--- config.mk ---
export PLATFORM = sky130hd
export DESIGN_NAME = integer_to_ascii_digits
export DESIGN_NICKNAME = d
export VERILOG_FILES = /design/src/rtl/i2a_pkg.sv /design/src/rtl/i2a_conv.sv /design/src/rtl/integer_to_ascii_digits.sv
export SDC_FILE = /design/constraint.sdc
export NUM_CORES = 1
export LEC_CHECK = 0
export ABC_CLOCK_PERIOD_IN_PS = 2400
export BUFFER_PORTS_ARGS = -buffer_cell sky130_fd_sc_hd__buf_2
export CORE_MARGIN = 2
export CORE_UTILIZATION = 41
export DETAILED_ROUTE_END_ITERATION = 7
export HOLD_SLACK_MARGIN = 0.02
export PLACE_DENSITY_LB_ADDON = 0.12
export SYNTH_ARGS = -nofsm -noshare
export SYNTH_HDL_FRONTEND = slang
export SYNTH_SLANG_ARGS = --single-unit
--- constraint.sdc ---
create_clock -name clk_i -period 2.4 [get_ports clk_i]
set_input_delay 0.12 -clock clk_i [delete_from_list [all_inputs] [get_ports clk_i]]
set_output_delay 0.12 -clock clk_i [all_outputs]
set_load 0.01 [all_outputs]
--- src/rtl/i2a_pkg.sv ---
// ----------------------------------------------------------------------------
// i2a_pkg: shared types and constants of the integer to ascii converter
// Mode codes, ascii codes, the sequencer-to-datapath control struct and the
// digit-to-character mapping.
// ----------------------------------------------------------------------------
package i2a_pkg;

  // mode codes
  localparam logic [1:0] MODE_DEC       = 2'd0;
  localparam logic [1:0] MODE_HEX_LOWER = 2'd1;
  localparam logic [1:0] MODE_HEX_UPPER = 2'd2;
  // bit of the mode that selects upper-case letters
  localparam int unsigned MODE_UPPER_BIT = 1;

  // ascii codes
  localparam logic [6:0] CHAR_MINUS   = 7'h2d;
  localparam logic [6:0] CHAR_ZERO    = 7'h30;
  localparam logic [6:0] CHAR_UPPER_A = 7'h41;
  localparam logic [6:0] CHAR_LOWER_A = 7'h61;

  // control from the sequencer to the digit datapath
  typedef struct packed {
    logic load;       // take a new magnitude, clear the digits
    logic step;       // one shift-and-adjust step
    logic shift_out;  // drop the top digit
    logic hex;        // no decimal adjust
  } i2a_ctrl_t;

  // one digit value to its ascii character
  function automatic logic [6:0] digit_char(input logic [3:0] digit, input logic upper);
    logic [6:0] base;
    if (digit < 4'd10) begin
      digit_char = CHAR_ZERO + {3'b000, digit};
    end else begin
      base = upper ? CHAR_UPPER_A : CHAR_LOWER_A;
      digit_char = base + {3'b000, digit - 4'd10};
    end
  endfunction

endpackage

--- src/rtl/i2a_conv.sv ---
// ----------------------------------------------------------------------------
// i2a_conv: shift-and-add-3 digit register
// Shifts the magnitude into a row of 4-bit digits one bit per step, with the
// add-3 adjust in decimal mode and none in hex mode, then hands the digits
// out from the top one at a time.
// ----------------------------------------------------------------------------
module i2a_conv #(
  parameter int unsigned VALUE_WIDTH = 32,
  parameter int unsigned NUM_DIGITS  = 10
) (
  input  logic                   clk_i,
  input  i2a_pkg::i2a_ctrl_t     ctrl_i,
  input  logic [VALUE_WIDTH-1:0] mag_i,
  output logic [3:0]             top_digit_o
);

  localparam int unsigned DigW = 4 * NUM_DIGITS;

  logic [VALUE_WIDTH-1:0] mag_q;
  logic [DigW-1:0]        digits_q;
  logic [DigW-1:0]        adjusted;

  // add 3 to every digit of 5 or more before the shift (decimal only)
  always_comb begin
    for (int i = 0; i < NUM_DIGITS; i++) begin
      if (!ctrl_i.hex && (digits_q[4*i +: 4] >= 4'd5)) begin
        adjusted[4*i +: 4] = digits_q[4*i +: 4] + 4'd3;
      end else begin
        adjusted[4*i +: 4] = digits_q[4*i +: 4];
      end
    end
  end

  // magnitude and digit registers
  always_ff @(posedge clk_i) begin
    if (ctrl_i.load) begin
      mag_q    <= mag_i;
      digits_q <= '0;
    end else if (ctrl_i.step) begin
      digits_q <= {adjusted[DigW-2:0], mag_q[VALUE_WIDTH-1]};
      mag_q    <= {mag_q[VALUE_WIDTH-2:0], 1'b0};
    end else if (ctrl_i.shift_out) begin
      digits_q <= {digits_q[DigW-5:0], 4'h0};
    end
  end

  assign top_digit_o = digits_q[DigW-1 -: 4];

endmodule

--- src/rtl/integer_to_ascii_digits.sv ---
// ----------------------------------------------------------------------------
// integer_to_ascii_digits: signed integer to decimal or hex ascii characters
// Takes a signed integer and a mode and sends its text one character per
// transaction, minus sign first when negative, with last on the final digit.
//
//   channel | valid       | stall       | payload
//   --------+-------------+-------------+-------------------------------
//   input   | in_valid_i  | in_stall_o  | mode_i, value_i
//   output  | out_valid_o | out_stall_i | character_o, last_o
//
// A number is accepted, then runs through shift-and-adjust steps in the
// shared digit register, then leading zeros are trimmed and the digits are sent,
// with a minus sign first when negative.
// in_stall_o stays high from the accept until the last character is loaded.
// Output stalls hold the character register and pause the sequencer in its sign and digit-sending states.
// Reset clears the sequencer and the output valid.
// ----------------------------------------------------------------------------
module integer_to_ascii_digits #(
  parameter int unsigned VALUE_WIDTH = 32
) (
  input  logic                          clk_i,
  input  logic                          rst_ni,
  input  logic                          in_valid_i,
  output logic                          in_stall_o,
  input  logic [1:0]                    mode_i,
  input  logic signed [VALUE_WIDTH-1:0] value_i,
  output logic                          out_valid_o,
  input  logic                          out_stall_i,
  output logic [6:0]                    character_o,
  output logic                          last_o
);

  // digits for 2^(VALUE_WIDTH-1) in decimal, enough for hex too
  localparam int unsigned NumDigits = ((VALUE_WIDTH * 1233) / 4096) + 1;
  localparam int unsigned StepW     = $clog2(VALUE_WIDTH);
  localparam int unsigned DCntW     = $clog2(NumDigits + 1);

  localparam logic [2:0] ST_IDLE = 3'd0;
  localparam logic [2:0] ST_CONV = 3'd1;
  localparam logic [2:0] ST_TRIM = 3'd2;
  localparam logic [2:0] ST_SIGN = 3'd3;
  localparam logic [2:0] ST_EMIT = 3'd4;

  logic [2:0]       state_q, state_d;
  logic [StepW-1:0] step_cnt_q, step_cnt_d;
  logic [DCntW-1:0] dig_cnt_q, dig_cnt_d;
  logic             neg_q, neg_d;
  logic             hex_q, hex_d;
  logic             upper_q, upper_d;
  logic             out_valid_q, out_valid_d;
  logic [6:0]       char_q, char_d;
  logic             last_q, last_d;

  logic                   in_accept;
  logic                   out_free;
  logic                   in_neg;
  logic [VALUE_WIDTH-1:0] in_mag;
  logic [3:0]             top_digit;
  i2a_pkg::i2a_ctrl_t     ctrl;

  assign in_stall_o = (state_q != ST_IDLE);
  assign in_accept  = in_valid_i && !in_stall_o;
  assign out_free   = !out_valid_q || !out_stall_i;

  // magnitude as unsigned, exact for the most negative value
  assign in_neg = value_i[VALUE_WIDTH-1];
  assign in_mag = in_neg ? (~value_i + 1'b1) : value_i;

  // digit datapath
  i2a_conv #(
    .VALUE_WIDTH(VALUE_WIDTH),
    .NUM_DIGITS (NumDigits)
  ) u_conv (
    .clk_i      (clk_i),
    .ctrl_i     (ctrl),
    .mag_i      (in_mag),
    .top_digit_o(top_digit)
  );

  // sequencer
  always_comb begin
    state_d     = state_q;
    step_cnt_d  = step_cnt_q;
    dig_cnt_d   = dig_cnt_q;
    neg_d       = neg_q;
    hex_d       = hex_q;
    upper_d     = upper_q;
    out_valid_d = out_free ? 1'b0 : out_valid_q;
    char_d      = char_q;
    last_d      = last_q;
    ctrl        = '0;
    ctrl.hex    = hex_q;

    unique case (state_q)
      ST_IDLE: begin
        if (in_accept) begin
          ctrl.load  = 1'b1;
          neg_d      = in_neg;
          hex_d      = (mode_i != i2a_pkg::MODE_DEC);
          upper_d    = mode_i[i2a_pkg::MODE_UPPER_BIT];
          step_cnt_d = '0;
          state_d    = ST_CONV;
        end
      end
      ST_CONV: begin
        ctrl.step  = 1'b1;
        step_cnt_d = step_cnt_q + 1'b1;
        if (step_cnt_q == StepW'(VALUE_WIDTH - 1)) begin
          dig_cnt_d = DCntW'(NumDigits);
          state_d   = ST_TRIM;
        end
      end
      // drop leading zeros, keep at least one digit
      ST_TRIM: begin
        if ((top_digit == 4'd0) && (dig_cnt_q > DCntW'(1))) begin
          ctrl.shift_out = 1'b1;
          dig_cnt_d      = dig_cnt_q - 1'b1;
        end else begin
          state_d = neg_q ? ST_SIGN : ST_EMIT;
        end
      end
      ST_SIGN: begin
        if (out_free) begin
          out_valid_d = 1'b1;
          char_d      = i2a_pkg::CHAR_MINUS;
          last_d      = 1'b0;
          state_d     = ST_EMIT;
        end
      end
      ST_EMIT: begin
        if (out_free) begin
          out_valid_d    = 1'b1;
          char_d         = i2a_pkg::digit_char(top_digit, upper_q);
          last_d         = (dig_cnt_q == DCntW'(1));
          ctrl.shift_out = 1'b1;
          dig_cnt_d      = dig_cnt_q - 1'b1;
          if (dig_cnt_q == DCntW'(1)) begin
            state_d = ST_IDLE;
          end
        end
      end
      default: begin
        state_d = ST_IDLE;
      end
    endcase
  end

  // control registers
  always_ff @(posedge clk_i or negedge rst_ni) begin
    if (!rst_ni) begin
      state_q     <= ST_IDLE;
      step_cnt_q  <= '0;
      dig_cnt_q   <= '0;
      out_valid_q <= 1'b0;
    end else begin
      state_q     <= state_d;
      step_cnt_q  <= step_cnt_d;
      dig_cnt_q   <= dig_cnt_d;
      out_valid_q <= out_valid_d;
    end
  end

  // per-number flags and output character
  always_ff @(posedge clk_i) begin
    neg_q   <= neg_d;
    hex_q   <= hex_d;
    upper_q <= upper_d;
    char_q  <= char_d;
    last_q  <= last_d;
  end

  assign out_valid_o = out_valid_q;
  assign character_o = char_q;
  assign last_o      = last_q;

endmodule

Word-level counts from Yosys, hierarchy flattened. Cells that the tools add are included.

Register bits after elaboration: 96. Input bits: 38. Output and inout bits: 10. Word-level logic and storage cells: 131.

Add/sub/neg operators: 16. $lt $le $gt $ge: 12. Equality and inequality tests: 13. Mux-type cells: 46. Bitwise operators: 1. Reduce and logical (&&, ||, !) cells: 32.

Operators by type and width (count): $mux 32 (3); $mux 40 (2); $mux 4 (12); $ge 4x3->1 const B (10); $add 4x2->4 const B (9); $add 32x1->32 const B (1); $not 32->32 (1); $mux 3 (8); $mux 7 (3); $pmux 3 s5 (1); $ne 2x2->1 const B (7); $pmux 7 s2 (1); $logic_and 1x1->1 (12); $pmux 4 s3 (1); $mux 1 (10); $pmux 5 s2 (1); $reduce_bool 2->1 (5); $add 6x4->7 const A (1); $add 7x4->7 (1); $eq 3x2->1 const B (2); $mux 6 (1); $reduce_and 6->1 (1); $reduce_bool 3->1 (2); $add 5x1->5 const B (1); 19 further kinds (24).

Longest topological paths before layout.
Word-level depth: 6. Mapped depth: 9. Mapped depth without buffers: 7.

Cells and area by module. A second synthesis with hierarchy kept.

Cell total of the unflattened synthesis: 636. Area total of the unflattened synthesis: 6137.1 um^2.

By module, submodules not included: i2a_conv (instances 1, cells an instance 411, area each 4167.7 um^2, seq. area each 1761.7 um^2); integer_to_ascii_digits (instances 1, cells an instance 225, area each 1969.4 um^2, seq. area each 655.6 um^2).

Worst setup path before layout. No wires, ideal clock.

Path type: reg2reg. From: reg state_q[0]. To: reg u_conv.mag_q[0] (enable). Library setup time: 0.387 ns. Data arrival time: 1.857 ns. Required time: 2.013 ns. Path slack: 0.156 ns. Stages on the path, launching flop included: 5. Path buffers: 1. Period minus slack after synthesis: 2.244 ns. Cell sequence: dfrtp_1 -> clkbuf_1 -> nor3b_1 -> nor2_1 -> inv_1.

Longest elaborated chain between the ends: 6. Elaborated cells between the ends (all ways): 9. Classes of those cells: 1 x eq/ne; 3 x mux; 5 x reduce/logical.

Ends and longest elaborated chain: start, declared (line integer_to_ascii_digits.sv:44) `logic [2:0] state_q, state_d;`; start signal, assigned (line integer_to_ascii_digits.sv:156) `state_q <= state_d;`; $reduce_bool 3->1 (line integer_to_ascii_digits.sv:61) `assign in_stall_o = (state_q != ST_IDLE);`; $logic_not 1->1 (line integer_to_ascii_digits.sv:62) `assign in_accept = in_valid_i && !in_stall_o;`; $logic_and 1x1->1 (line integer_to_ascii_digits.sv:62); $mux 1 (line integer_to_ascii_digits.sv:96) `if (in_accept) begin`; $mux 1 (line integer_to_ascii_digits.sv:94) `unique case (state_q)`; $reduce_bool 2->1 (no line) *; end signal, assigned (line i2a_conv.sv:37) `mag_q <= mag_i;`; end signal, assigned (line i2a_conv.sv:41) `mag_q <= {mag_q[VALUE_WIDTH-2:0], 1'b0};`; end, declared (line i2a_conv.sv:19) `logic [VALUE_WIDTH-1:0] mag_q;`.

Mark *: on every way between the ends. The rest lies on a longest branch, timed or not. A chain may end at the register's enable or synchronous reset.

Final worst setup path.
From: reg dig_cnt_q[0]. To: reg state_q[2].

Longest elaborated chain between the ends: 4. Elaborated cells between the ends (all ways): 6. Classes of those cells: 1 x order compare; 3 x eq/ne; 2 x reduce/logical.

Ends and longest elaborated chain: start, declared (line integer_to_ascii_digits.sv:46) `logic [DCntW-1:0] dig_cnt_q, dig_cnt_d;`; start signal, assigned (line integer_to_ascii_digits.sv:158) `dig_cnt_q <= dig_cnt_d;`; $gt 4x1->1 (line integer_to_ascii_digits.sv:115) `if ((top_digit == 4'd0) && (dig_cnt_q > DCntW'(1))) begin`; $logic_and 1x1->1 (line integer_to_ascii_digits.sv:115); $ne 2x2->1 (no line); $reduce_and 6->1 (no line) *.

Marked as above.

==> results.yml <==
outcome:
  status: "complete, no violations"
cells_and_area:
  fin_cells: 940
  drive_above_1_share: 0.136
  layout_common_cells: "a21oi_1, o21ai_0, nand2_1, inv_1, buf_2"
  final_common_cell: "a21oi_1"
  syn2layout_area_growth_pct: 12.3
  antenna_cells: 0
  nFillCells: 1404
  final_nets: 817
yosys:
  synth_top_area_frac: 0.211
  synth.area.top_cells: "edfxtp_1, dfxtp_1, a21oi_1"
  yosysWarnings: 0
  yosysTopAreaCell: "edfxtp_1"
  synth_fp_nets: 788
  ys_async_sr_fraction: 0.135
  ys_seq_elements: 96
  synthCells: 722
  synth_edf_count: 43
  ys.flop_type: "edfxtp_1"
  syn-cell-area_sq_mm: 0.00612
  synth.distinct_cells: 54
  ys_seq_area_frac: 0.395
  avgSynthCellArea_sq_um: 8.48
timing:
  final.min_clock_period_ps: 2200
  slew_viol_final: 0
  finClkSkew_ps: 6.35
  setup_tns_ps: 0
  fmax_mhz: 454
  rsz0062_at_grt: "false"
  slew_headroom: 0.606
  finalSetupViolations: 0
  hold_violations: 0
  finalCritPeriodShare: 0.918
  worst_pin_slew_ps: 591
floorplan:
  start_util: 0.420
  num_rows: 44
  die_area_sq_mm: 0.0159
  fp.dieW_um: 126
  pin_count: 48
  die_y_um: 126
  core_sq_mm: 0.0146
grt:
  overflow: 0
  grt_pass1_wl_mm: 23.9
  grt_max_degree: 59
  grt_pass1_vias: 5098
  antenna_found_initial: 0
  grt_usage: 0.180
drt:
  wl_mm: 14.1
  num_vias: 5318
  wire_per_inst_um: 15.0
  route.layer.met1.wl_mm: 6.87
  ant_nets: 0
  top_layer: "met4"
  dr_wl_met3_um: 427
  drt-vias-per-instance: 5.66
  drtIter0Drc: 413
  drcViolationCount: 0
  drt_pass1_iterations: 5
  dr_wl_met2_mm: 6.47
clock_tree:
  htreeDepth: 3
  numCtsBuffers: 9
  cts.sinks: 96
  clk_path_buf_depth: 2
  cts_tree: "built"
  cts-root-buf: "clkbuf_16"
  cts.clk_slew.worst_paths_ps: 70
  clk_latency_ps: 350
placed_design:
  dp_cells: 922
  io_buffers: 47
  hpwlAfterDp_mm: 9.21
  routabilityCongestion: 0.815
power:
  seqPwrFrac: 0.393
  p_int_w: 0.00460
  pwr-share-clk: 0.171
  p_leak_nw: 2.69
  p_per_area_mw_per_mm2: 1120
  power_frac_comb: 0.436
  p_sw_w: 0.00308
  sw_frac_of_total: 0.401
  peakVddDrop_v: 0.000400
setup_path:
  cp_max_fo: 38
  critical_path_arrival_ps: 2430
  cp.required_ps: 2630
  end_kind: "flip-flop"
  worst-r2r-cell-count: 8
  cp-start-kind: "flip-flop"
  critPathKind: "reg -> reg"
run:
  max_cap_violations: 0
hold_path:
  min_path_cells: 3
  worst_hold_path_type: "in -> reg"
-- logic make-up after synthesis --
group           after synthesis  synth area share
xor+xnor                     39            0.0558
buf+inv                     100            0.0627
simple gates                176             0.148
flops                        96             0.395
mux                          13            0.0217
compound gates              270             0.260
fa+ha+maj                    28            0.0572
-- Yosys cell counts (all sizes together) (12+ instances only) --
cell and n:
nor3 14, nor2 23, dfrtp 13, xor2 30
inv 50, dfxtp 40, or3 15, nand2 63
ha 28, a211oi 27, clkbuf 46, a21oi 112
o21ai 89, edfxtp 43, o41ai 12, nand2b 14
-- area by class of cell --
type,count,area [sq um],share of cell area
multi-input combinational,526,3340,0.485
sequential,96,2420,0.351
timing repair buffer,68,452,0.0657
clock buffer,13,240,0.0349
tap,184,230,0.0335
inverter,50,188,0.0273
clock inverter,3,12.5,0.00182
-- timing repair --
action,CTS,global route
endpoints found under the hold margin,14,0
hold buffers,2,0
setup endpoints to repair,0,2
resized for setup,0,1
setup buffers,0,0
-- final timing paths --
| check | to | slack, ps | startpoint |
|---|---|---|---|
| max | state_q[2] | 200 | dig_cnt_q[0] |
| min | flip-flop | 40 | out_stall_i |
| max reg2reg | state_q[2] | 200 | dig_cnt_q[0] |
| min reg2reg | u_conv.digits_q[1] | 480 | u_conv.digits_q[1] |
| max in group asynchronous | step_cnt_q[3] | 1960 | rst_ni |
| min in group asynchronous | state_q[0] | 200 | rst_ni |
-- critical path, cell delays in order, from the launching register on --
cell and delay, ps:
dfrtp_1 420, inv_1 70, ha_1 180, nor2_1 70, o311ai_2 270, buf_6 320
o221ai_1 200, nor2_1 190, mux2_2 360
-- state kept, by name (all words and copies together) (netlist names), named ones only --
register,count
character_o,7
dig_cnt_q,4
hex_q,1
last_o,1
neg_q,1
state_q,3
step_cnt_q,5
u_conv.digits_q,40
u_conv.mag_q,32
upper_q,1
-- through the flow --
step | hold slack [ps] | area, sq um | total power [W] | setup slack (ps) | utilization
2_1_floorplan | -176 | 6120 | 0.00548 | 156 | -
3_3_place_gp | 34.2 | 6600 | 0.00628 | 183 | 0.453
3_5_place_dp | 32.6 | 6600 | 0.00639 | 106 | 0.453
4_1_cts | 22.0 | 6880 | 0.00774 | 97.1 | 0.471
5_1_grt | 33.0 | 6880 | 0.00842 | 14.5 | 0.472
6_report | 35.9 | 6880 | 0.00768 | 197 | 0.472
-- power by group through the flow --
stage	clock network, W	logic [W]	registers, W
detailed placement	0	0.00334	0.00305
global route	0.00143	0.00387	0.00312
floorplan	0	0.00258	0.00289
global placement	0	0.00326	0.00302
CTS	0.00136	0.00336	0.00302
finish	0.00131	0.00335	0.00302
-- routing by layer --
metal,up-vias,global-route usage
li1,2676,-
met1,2523,0.240
met2,99,0.294
met3,20,0.0259
met4,0,0.0730
met5,-,0
No activity file was read; power rests on OpenSTA's default activity.
